[src/hw/rtl/hfoc_pkg.sv]
// hfoc_pkg: shared constants for the fan overrun controller
// mode codes, threshold limits and field widths; no dependencies
`timescale 1ns / 1ps

package hfoc_pkg;

  // decoded system mode
  localparam logic [1:0] MODE_OFF  = 2'd0;
  localparam logic [1:0] MODE_COOL = 2'd1;
  localparam logic [1:0] MODE_HEAT = 2'd2;
  localparam logic [1:0] MODE_ERR  = 2'd3;

  localparam int unsigned TEMP_W  = 16;
  localparam int unsigned DELTA_W = 11;

  // stream payload widths, padded to whole bytes
  localparam int unsigned IN_DATA_W  = 24;
  localparam int unsigned OUT_DATA_W = 24;

  // fan-off threshold saturation limits, hundredths of a degree
  localparam logic signed [17:0] TGT_MIN = -18'sd8700;
  localparam logic signed [17:0] TGT_MAX = 18'sd27700;

  localparam logic [DELTA_W-1:0] DELTA_RESET = 11'd500;

  typedef logic signed [TEMP_W-1:0] temp_t;

endpackage

[src/hw/rtl/hvac_fan_overrun_controller.sv]
// hvac_fan_overrun_controller: fan overrun control with stream in/out ports
// depends on hfoc_pkg
`timescale 1ns / 1ps

// Keeps the air handler fan running after a cooling or heating call ends,
// until the temperature has drifted by overrun_delta (hundredths of a degree F)
// past the temperature at which the call ended. Each input transaction is
// either a temperature sample with the active-low cool/heat call lines
// (tuser = 0) or an override button press (tuser = 1); every input transaction
// produces exactly one output transaction with fan state, decoded mode, fan-off
// target and a display refresh flag. An input register feeds a single pass of
// mode decode, saturating add/subtract and compare, and the result lands in
// the output register together with the controller state. The block takes
// one transaction per clock as long as the output side keeps tready high;
// throughput is set by the state update. A stall on the output side backs
// up through both registers. overrun_delta is written through cfg_wr_en_i /
// cfg_wr_data_i and resets to 500; the user must write it only while no
// transaction is in flight, which the block itself does not enforce.

module hvac_fan_overrun_controller (
  input  logic                               clk_i,
  input  logic                               rst_ni,
  // configuration
  input  logic                               cfg_wr_en_i,
  input  logic [hfoc_pkg::DELTA_W-1:0]       cfg_wr_data_i,   // overrun_delta
  // input stream
  input  logic                               s_axis_tvalid_i,
  output logic                               s_axis_tready_o,
  // [15:0] temperature, [16] cool_line, [17] heat_line, [23:18] zero
  input  logic [hfoc_pkg::IN_DATA_W-1:0]     s_axis_tdata_i,
  // [0] command: 0 sample, 1 override
  input  logic                               s_axis_tuser_i,
  // output stream
  output logic                               m_axis_tvalid_o,
  input  logic                               m_axis_tready_i,
  // [0] fan_on, [2:1] system_mode, [18:3] target_temp, [19] display_changed,
  // [23:20] zero
  output logic [hfoc_pkg::OUT_DATA_W-1:0]    m_axis_tdata_o
);

  import hfoc_pkg::*;

  // configuration register
  logic [DELTA_W-1:0] delta_q;

  // input register
  logic       in_vld_q;
  logic       cmd_q;
  temp_t      temp_q;
  logic       cool_q, heat_q;

  // output register
  logic       out_vld_q;
  logic       o_fan_q;
  logic [1:0] o_mode_q;
  temp_t      o_tgt_q;
  logic       o_chg_q;

  // controller state
  logic [1:0] last_mode_q, last_mode_d;
  logic       fan_q, fan_d;
  temp_t      off_temp_q, off_temp_d;
  temp_t      stop_q, stop_d;
  logic       pend_q, pend_d;

  logic       out_adv;
  logic       proc_fire;
  logic       changed;
  logic [1:0] mode;
  logic signed [17:0] sum_up, sum_dn;
  temp_t      tgt_up, tgt_dn;

  // the output register frees up when empty or being taken
  assign out_adv         = !out_vld_q || m_axis_tready_i;
  assign proc_fire       = in_vld_q && out_adv;
  assign s_axis_tready_o = !in_vld_q || out_adv;

  always_ff @(posedge clk_i or negedge rst_ni) begin
    if (!rst_ni) begin
      delta_q <= DELTA_RESET;
    end else if (cfg_wr_en_i) begin
      delta_q <= cfg_wr_data_i;
    end
  end

  // input register
  always_ff @(posedge clk_i or negedge rst_ni) begin
    if (!rst_ni) begin
      in_vld_q <= 1'b0;
    end else if (s_axis_tready_o) begin
      in_vld_q <= s_axis_tvalid_i;
    end
  end

  always_ff @(posedge clk_i) begin
    if (s_axis_tready_o && s_axis_tvalid_i) begin
      cmd_q  <= s_axis_tuser_i;
      temp_q <= s_axis_tdata_i[TEMP_W-1:0];
      cool_q <= s_axis_tdata_i[TEMP_W];
      heat_q <= s_axis_tdata_i[TEMP_W+1];
    end
  end

  // mode decode, lines are active low
  always_comb begin
    if (!cool_q && !heat_q) begin
      mode = MODE_ERR;
    end else if (!cool_q) begin
      mode = MODE_COOL;
    end else if (!heat_q) begin
      mode = MODE_HEAT;
    end else begin
      mode = MODE_OFF;
    end
  end

  // saturating target after cooling (up) and heating (down)
  assign sum_up = {{2{temp_q[TEMP_W-1]}}, temp_q} + signed'({7'd0, delta_q});
  assign sum_dn = {{2{temp_q[TEMP_W-1]}}, temp_q} - signed'({7'd0, delta_q});

  // both sums clamp at either limit, the sample itself may lie outside them
  always_comb begin
    if (sum_up > TGT_MAX) begin
      tgt_up = TGT_MAX[TEMP_W-1:0];
    end else if (sum_up < TGT_MIN) begin
      tgt_up = TGT_MIN[TEMP_W-1:0];
    end else begin
      tgt_up = sum_up[TEMP_W-1:0];
    end
    if (sum_dn < TGT_MIN) begin
      tgt_dn = TGT_MIN[TEMP_W-1:0];
    end else if (sum_dn > TGT_MAX) begin
      tgt_dn = TGT_MAX[TEMP_W-1:0];
    end else begin
      tgt_dn = sum_dn[TEMP_W-1:0];
    end
  end

  // next controller state for the transaction in the input register
  always_comb begin
    last_mode_d = last_mode_q;
    fan_d       = fan_q;
    off_temp_d  = off_temp_q;
    stop_d      = stop_q;
    pend_d      = pend_q;
    changed     = 1'b0;

    if (cmd_q) begin
      // override press: stop now, clear the target on the next sample
      changed = fan_q;
      fan_d   = 1'b0;
      pend_d  = 1'b1;
    end else begin
      if (mode != last_mode_q) begin
        if (mode == MODE_COOL || mode == MODE_HEAT) begin
          fan_d  = 1'b1;
          stop_d = '0;
        end else if (fan_q) begin
          // call ended with the fan running: arm the overrun target
          off_temp_d = temp_q;
          if (last_mode_q == MODE_COOL) begin
            stop_d = tgt_up;
          end else if (last_mode_q == MODE_HEAT) begin
            stop_d = tgt_dn;
          end
        end
        last_mode_d = mode;
        changed     = 1'b1;
      end

      if (pend_q) begin
        pend_d  = 1'b0;
        stop_d  = '0;
        changed = 1'b1;
      end else if (stop_d > off_temp_d && temp_q >= stop_d) begin
        // drifted up past the target after cooling
        fan_d   = 1'b0;
        changed = 1'b1;
      end else if (stop_d < off_temp_d && temp_q <= stop_d) begin
        // drifted down past the target after heating
        fan_d   = 1'b0;
        changed = 1'b1;
      end
    end
  end

  // state and output register
  always_ff @(posedge clk_i or negedge rst_ni) begin
    if (!rst_ni) begin
      last_mode_q <= MODE_OFF;
      fan_q       <= 1'b0;
      off_temp_q  <= '0;
      stop_q      <= '0;
      pend_q      <= 1'b0;
      out_vld_q   <= 1'b0;
    end else begin
      if (out_adv) begin
        out_vld_q <= in_vld_q;
      end
      if (proc_fire) begin
        last_mode_q <= last_mode_d;
        fan_q       <= fan_d;
        off_temp_q  <= off_temp_d;
        stop_q      <= stop_d;
        pend_q      <= pend_d;
      end
    end
  end

  always_ff @(posedge clk_i) begin
    if (proc_fire) begin
      o_fan_q  <= fan_d;
      o_mode_q <= last_mode_d;
      o_tgt_q  <= stop_d;
      o_chg_q  <= changed;
    end
  end

  assign m_axis_tvalid_o = out_vld_q;
  assign m_axis_tdata_o  = {4'd0, o_chg_q, o_tgt_q, o_mode_q, o_fan_q};

`ifndef SYNTHESIS
  // an override always leaves the fan stopped
  assert property (@(posedge clk_i) disable iff (!rst_ni)
    (proc_fire && cmd_q) |=> !fan_q)
    else $error("fan running after override");

  // a pending override can only sit behind override presses, fan stays off
  assert property (@(posedge clk_i) disable iff (!rst_ni)
    pend_q |-> !fan_q)
    else $error("override pending with fan running");

  // target is either cleared or a saturated value
  assert property (@(posedge clk_i) disable iff (!rst_ni)
    (TEMP_W'(TGT_MIN) <= stop_q) && (stop_q <= TEMP_W'(TGT_MAX)))
    else $error("stop threshold out of range");

  // controller state does not move while a result is stalled
  assert property (@(posedge clk_i) disable iff (!rst_ni)
    (out_vld_q && !m_axis_tready_i) |=>
      ($stable(fan_q) && $stable(stop_q) && $stable(last_mode_q) && $stable(pend_q)))
    else $error("state changed during output stall");
`endif

endmodule
[config.mk]
export PLATFORM = sky130hd
export DESIGN_NAME = hvac_fan_overrun_controller
export DESIGN_NICKNAME = d
export VERILOG_FILES = /design/src/hw/rtl/hfoc_pkg.sv /design/src/hw/rtl/hvac_fan_overrun_controller.sv
export SDC_FILE = /design/constraint.sdc
export NUM_CORES = 1
export LEC_CHECK = 0
export BUFFER_PORTS_ARGS = -buffer_cell sky130_fd_sc_hd__buf_4
export CAP_MARGIN = 30
export CORE_MARGIN = 4
export CORE_UTILIZATION = 54
export CTS_CLUSTER_SIZE = 8
export DETAILED_ROUTE_END_ITERATION = 10
export HOLD_SLACK_MARGIN = 0.02
export PLACE_DENSITY = 0.74
export SYNTH_ARGS = -nofsm -noshare
export SYNTH_HDL_FRONTEND = slang
export SYNTH_SLANG_ARGS = --single-unit
[constraint.sdc]
create_clock -name clk_i -period 7.05 [get_ports clk_i]
set_input_delay 0.705 -clock clk_i [delete_from_list [all_inputs] [get_ports clk_i]]
set_output_delay 0.705 -clock clk_i [all_outputs]
set_load 0.05 [all_outputs]
### Word level (Yosys, flattened, before mapping)

Cells that the tools add are included.

* add/subtract/negate cells: 2
* $lt $le $gt $ge: 8
* eq/ne operators: 5
* mux-type cells: 33
* bitwise gates (word level): 1
* reduce and logical (&&, ||, !) cells: 13

Operators with widths (count)
* 2-to-1 mux 16 bit: 16
* greater-than comparator 17 x 16 -> 1 bit, second input constant: 2
* < comparator 17 x 15 -> 1 bit, second input constant: 2
* adder 16 x 12 -> 17 bit: 1
* subtractor 16 x 12 -> 17 bit: 1
* greater-or-equal comparator 16 bit: 1
* greater-than comparator 16 bit: 1
* <= comparator 16 bit: 1
* < comparator 16 bit: 1
* 2-to-1 mux 1 bit: 12
* 2-to-1 mux 2 bit: 5
* logical AND 1 bit: 5
* equality test 2 x 1 -> 1 bit, second input constant: 2
* equality test 2 bit, second input constant: 2
* zero test 1 bit: 4
* logical OR 1 bit: 3
* inequality test 2 bit: 1
* AND reduction 2 bit: 1
* inverter 1 bit: 1

* register bits: 88
* input bits: 41
* output and inout bits: 26
* word-level logic and storage cells: 78

### Longest topological paths before layout

* depth in word-level cells: 16
* mapped depth: 25

### Worst setup path before layout

OpenSTA, ideal clock, no wires.

* kind: reg-to-reg
* from: reg delta_q[4]
* to: reg o_fan_q, data pin
* data arrival time: 5.076 ns
* data required time: 6.796 ns
* setup slack: 1.720 ns
* cell stages (with the launch flop): 26
* buffers on the path: 2
* period minus slack after synthesis: 5.330 ns
* path through: dfstp_2 -> inv_1 -> ha_1 -> buf_2 -> buf_2 -> and3_1 -> a221oi_1 -> o2111a_1 -> nor2_1 -> nor3_1 -> o211a_1 -> nand3_1 -> or3b_1 -> a21oi_1 -> a21oi_1 -> ha_1 -> nor2b_1 -> o21a_1 -> o21a_1 -> o21ai_0 -> a21oi_1 -> nor4_1 -> mux2_2 -> nor3b_1 -> a21o_1 -> o21a_1

* word-level cells in the longest chain between the ends: 16
* elaborated cells on any way between the ends: 26
* classes of those cells: add/sub (2); order compare (8); mux (14); reduce/logical (2)

Ends and longest elaborated chain
* start: declaration: RTL line hvac_fan_overrun_controller.sv:44 `logic [DELTA_W-1:0] delta_q;`
* start signal: assignment: RTL line hvac_fan_overrun_controller.sv:82 `delta_q <= cfg_wr_data_i;`
* subtractor 16 x 12 -> 17 bit: RTL line hvac_fan_overrun_controller.sv:119 `assign sum_dn = {{2{temp_q[TEMP_W-1]}}, temp_q} - signed'({7'd0, delta_q});`
* greater-than comparator 17 x 16 -> 1 bit: RTL line hvac_fan_overrun_controller.sv:132 `end else if (sum_dn > TGT_MAX) begin`
* 2-to-1 mux 16 bit: RTL line hvac_fan_overrun_controller.sv:132
* 2-to-1 mux 16 bit: RTL line hvac_fan_overrun_controller.sv:130 `if (sum_dn < TGT_MIN) begin`
* 2-to-1 mux 16 bit: RTL line hvac_fan_overrun_controller.sv:163 `end else if (last_mode_q == MODE_HEAT) begin`
* 2-to-1 mux 16 bit *: RTL line hvac_fan_overrun_controller.sv:161 `if (last_mode_q == MODE_COOL) begin`
* 2-to-1 mux 16 bit *: RTL line hvac_fan_overrun_controller.sv:158 `end else if (fan_q) begin`
* 2-to-1 mux 16 bit *: RTL line hvac_fan_overrun_controller.sv:155 `if (mode == MODE_COOL || mode == MODE_HEAT) begin`
* 2-to-1 mux 16 bit *: RTL line hvac_fan_overrun_controller.sv:154 `if (mode != last_mode_q) begin`
* 2-to-1 mux 16 bit *: RTL line hvac_fan_overrun_controller.sv:148 `if (cmd_q) begin`
* < comparator 16 bit / <= comparator 16 bit (equally long branches): RTL line hvac_fan_overrun_controller.sv:179 `end else if (stop_d < off_temp_d && temp_q <= stop_d) begin`
* logical AND 1 bit: RTL line hvac_fan_overrun_controller.sv:179
* 2-to-1 mux 1 bit: RTL line hvac_fan_overrun_controller.sv:179
* 2-to-1 mux 1 bit *: RTL line hvac_fan_overrun_controller.sv:175 `end else if (stop_d > off_temp_d && temp_q >= stop_d) begin`
* 2-to-1 mux 1 bit *: RTL line hvac_fan_overrun_controller.sv:171 `if (pend_q) begin`
* 2-to-1 mux 1 bit *: RTL line hvac_fan_overrun_controller.sv:148
* named net fan_d: RTL line hvac_fan_overrun_controller.sv:61 `logic fan_q, fan_d;`
* end signal: assignment: RTL line hvac_fan_overrun_controller.sv:212 `o_fan_q <= fan_d;`
* end: declaration: RTL line hvac_fan_overrun_controller.sv:54 `logic o_fan_q;`

The timed path passes the listed nets; every way through them passes the cells marked *. The select of a mux whose other input is x is not followed.
A chain may end at the register's enable or synchronous reset.

### Worst setup path after layout

* from: reg delta_q[2]
* to: reg o_chg_q, data pin

* word-level cells in the longest chain between the ends: 16
* elaborated cells on any way between the ends: 26
* classes of those cells: add/sub (2); order compare (8); mux (14); reduce/logical (2)

Ends and longest elaborated chain
* subtractor 16 x 12 -> 17 bit: RTL line hvac_fan_overrun_controller.sv:119
* greater-than comparator 17 x 16 -> 1 bit: RTL line hvac_fan_overrun_controller.sv:132
* 2-to-1 mux 16 bit: RTL line hvac_fan_overrun_controller.sv:132
* 2-to-1 mux 16 bit: RTL line hvac_fan_overrun_controller.sv:130
* 2-to-1 mux 16 bit: RTL line hvac_fan_overrun_controller.sv:163
* 2-to-1 mux 16 bit *: RTL line hvac_fan_overrun_controller.sv:161
* 2-to-1 mux 16 bit *: RTL line hvac_fan_overrun_controller.sv:158
* 2-to-1 mux 16 bit *: RTL line hvac_fan_overrun_controller.sv:155
* 2-to-1 mux 16 bit *: RTL line hvac_fan_overrun_controller.sv:154
* 2-to-1 mux 16 bit *: RTL line hvac_fan_overrun_controller.sv:148
* < comparator 16 bit / <= comparator 16 bit (equally long branches): RTL line hvac_fan_overrun_controller.sv:179
* logical AND 1 bit: RTL line hvac_fan_overrun_controller.sv:179
* 2-to-1 mux 1 bit: RTL line hvac_fan_overrun_controller.sv:179
* 2-to-1 mux 1 bit *: RTL line hvac_fan_overrun_controller.sv:175
* 2-to-1 mux 1 bit *: RTL line hvac_fan_overrun_controller.sv:171
* 2-to-1 mux 1 bit *: RTL line hvac_fan_overrun_controller.sv:148
* named net changed: RTL line hvac_fan_overrun_controller.sv:68 `logic changed;`
* end signal: assignment: RTL line hvac_fan_overrun_controller.sv:215 `o_chg_q <= changed;`
* end: declaration: RTL line hvac_fan_overrun_controller.sv:57 `logic o_chg_q;`

Marks and branches as above.

==> results by group <==
Worst hold path
  – Hold crit path type: primary input to async pin

CTS
  – CTS Sinks: just under 90
  – CTS resizes: 0
  – Clk_lat worst skew: 360 ps
  – CTS root buf: clkbuf_16
  – Clk buf depth: 2
  – CTS tree: built
  – Num CTS Buffers: 9
  – Clock transition at path regs: 70 ps
  – Postcts setup bufs: 0
  – H-tree depth: 3
  – Post-cts hold buffer count: 0

Floorplanning
  – Rows: slightly above 40
  – Die height: around 120 um
  – Chip Width: approximately 120 um
  – Starting density of the core: about 56%
  – # IOs: 67
  – Total core area: 12800 sq um
  – Die ar.: 15100 sq um

Routing
  – Vias per inst: about 6.5
  – Post-Route WL: between 20 and 25 mm
  – DRC: 0
  – Drt first pass iters: 5
  – Vias: between 6000 and 7000
  – Routed len/inst: ~21 um
  – Starting DRT DRC Count: 721
  – Routed Antenna Nets: 0

Place
  – Setup WS pre-CTS: slightly below 800 ps
  – Post-DP HPWL: 16.0 mm
  – Placer Congestion: around 0.95
  – Cells after DPL: slightly above 1000
  – PortBufs: 56

Flow run
  – Max-Cap Viols: 0

Worst setup path
  – Crit path launch type: flop
  – Worst path bufs/invs: 1
  – Crit Path Class: flop to flop
  – CP delay by family, top: compound AO/OA/AOI/OAI gates
  – Worst EP required: just over 7000 ps
  – Critical path's most frequent cell: o21ai_0
  – Crit-path max cell delay: ~650 ps
  – Largest fanout on the critical path: 10
  – CP cell instances: inv_1 -> ha_1 -> nand2b_1 -> a2111oi_2 -> o21ai_0 -> a21o_1 -> a2bb2o_1 -> a311o_1 -> o211ai_2 -> nand2_1 -> nor2_1 -> o21ai_0 -> ha_1 -> o21a_1 -> o21a_1 -> o21ai_0 -> a21oi_1 -> o31ai_1 -> a31oi_1 -> nor3b_1 -> a21o_1 -> a22oi_1
  – Worst Setup End Kind: flop
  – Worst endpoint data arrival time: 6470 ps
  – Crit-path slowest cell: a2111oi_2

Yosys
  – Synth Warn #: 0
  – Sequential element share of the synthesized area: between 30% and 40%
  – Syn Inst Count: 813
  – Count of state elements after synthesis: 88
  – Post-synth EDFFs: 39
  – Post-synth top flop: dfrtp_1
  – Mean cell area of the mapped netlist: around 8.8 sq um
  – Mapped Area: just over 7000 sq um
  – Netlist cell types: 80
  – Async SR Flop Fraction: between 50% and 60%

Power and ir drop
  – Leak Pwr: approximately 3.3 nW
  – Max VDD drop: slightly above 0.2 mV
  – Power per Cell Area: around 330 nW/um^2

Status
  – Status: finished, final reports clean

Cells and area
  – Most common cell after layout, fill and taps aside: nand2_1
  – Layout cells sized above 1: ~12%
  – Area growth, synth to finish: 11.3%
  – FILL cells: between 1000 and 1500
  – Diodes inserted: 0
  – Multi-input gate area: 4420 sq um
  – Final #Nets: approximately 950
  – Register area: between 2000 and 2500 sq um
  – Non-filler cells, final: 1023
  – Most frequent cells in the layout: nand2_1 (107), buf_4 (64), o21ai_0 (59)

Global routing
  – First-pass GRT wire length: ~34 mm
  – Total global routing overflow: 0
  – Gr usage total: just under 30%
  – Largest net degree at the start of global routing: 53
  – Initial antenna violation count: 0
  – Vias in the first global route: 6098

Timing
  – Final WS setup: between 600 and 700 ps
  – Max Clk Rate: approximately 160 MHz
  – Fin crit share: between 90% and 100%
  – Setup TNS: 0 ps
  – Unrepaired setup endpoints after global routing: false
  – Worst Skew: 9.95 ps
  – Number of hold violations in the final report: 0
  – Worst slew margin: about two fifths
  – Final setup violation count: 0
  – Slew @ Worst Pin: 916 ps
  – Tmin final: ~6400 ps
  – Fin. max-slew vios: 0
-- layer usage --
layer	vias to the layer above	GRT usage (%)	wire, um
li1	3104	-	-
met4	0	9.80	535
met2	286	43.6	9360
met5	-	0	0
met1	3215	43.4	9710
met3	37	4.16	1660
-- kinds of logic (layout without fill, tap and decap cells) --
kind of cell             Yosys count  in the layout  share of synthesized area (%)
AO/OA/AOI/OAI                    264            264                           26.0
XOR/XNOR                          18             18                           2.21
adder cells (fa/ha/maj)           63             63                           11.1
buffers and inverters             80            115                           4.67
flip-flops                        88             88                           33.7
multiplexers                      21             21                           3.02
other                              1              4                         0.0526
AND/OR/NAND/NOR                  278            278                           19.3
-- power by group --
| group | internal (mW) | leakage (nW) | switching (mW) |
|---|---|---|---|
| combinational | 0.529 | 2.19 | 0.836 |
| sequential | 0.680 | 0.966 | 0.118 |
| clock | 0.244 | 0.132 | 0.229 |
-- layout make-up --
class                           count  area share (%)
Tap cell                          172            2.71
Timing Repair Buffer               64            6.05
Clock buffer                       10            2.88
Sequential cell                    88            30.3
Multi-Input combinational cell    648            55.7
Inverter                           35            1.66
Clock inverter                      6           0.725
-- per-stage QoR --
step	hold WS (ps)	util (%)	total power [mW]	area (sq um)
floorplan	409	-	1.78	7140
global placement	463	59.9	2.11	7650
detailed placement	471	59.9	2.14	7650
CTS	408	62.1	2.62	7940
global route	433	62.1	2.83	7940
finish	375	62.1	2.64	7940
-- worst paths after layout --
kind | slack [ps] | depth (start not counted) | end | from
max | 680 | 22 | o_chg_q | delta_q[2]
min | 370 | 1 | delta_q[9] | rst_ni
max reg2reg | 680 | 22 | o_chg_q | delta_q[2]
min reg2reg | 480 | 2 | off_temp_q[4] | off_temp_q[4]
max in group asynchronous | 6180 | 1 | stop_q[11] | rst_ni
min in group clk_i | 480 | 2 | off_temp_q[4] | off_temp_q[4]
-- worst reg2reg max path: stages (launching register included) --
cell and delay (ps):
dfstp_2 540, inv_1 50, ha_1 420, nand2b_1 260, a2111oi_2 650, o21ai_0 280
a21o_1 250, a2bb2o_1 260, a311o_1 350, o211ai_2 340, nand2_1 240, nor2_1 350
o21ai_0 140, ha_1 330, o21a_1 120, o21a_1 160, o21ai_0 150, a21oi_1 90
o31ai_1 480, a31oi_1 200, nor3b_1 220, a21o_1 160, a22oi_1 80
-- registers in the layout, summed over array words and instances, names as in the netlist --
| register | flops |
|---|---|
| o_mode_q | 2 |
| temp_q | 16 |
| cool_q | 1 |
| o_tgt_q | 16 |
| in_vld_q | 1 |
| fan_q | 1 |
| stop_q | 16 |
| heat_q | 1 |
| o_fan_q | 1 |
| off_temp_q | 16 |
| cmd_q | 1 |
| o_chg_q | 1 |
| pend_q | 1 |
| m_axis_tvalid_o | 1 |
| last_mode_q | 2 |
| delta_q | 11 |
-- cell usage after synthesis, types with 11 or more instances --
library cell	instances	share of area [%]
o21ai_0	59	4.1
o21a_1	17	1.8
nor3_1	11	0.77
nor2b_1	15	1.3
a21o_1	21	2.2
edfxtp_1	39	16
nand2_1	107	5.6
nand3_1	22	1.5
xnor2_1	14	1.7
a21oi_1	49	3.4
ha_1	56	9.8
nand2b_1	13	1.1
mux2i_1	17	2.4
nor2_1	42	2.2
inv_1	33	1.7
dfrtp_1	43	15
clkbuf_1	27	1.4
o221ai_1	18	2.2
(Power assumes the default switching activity.)
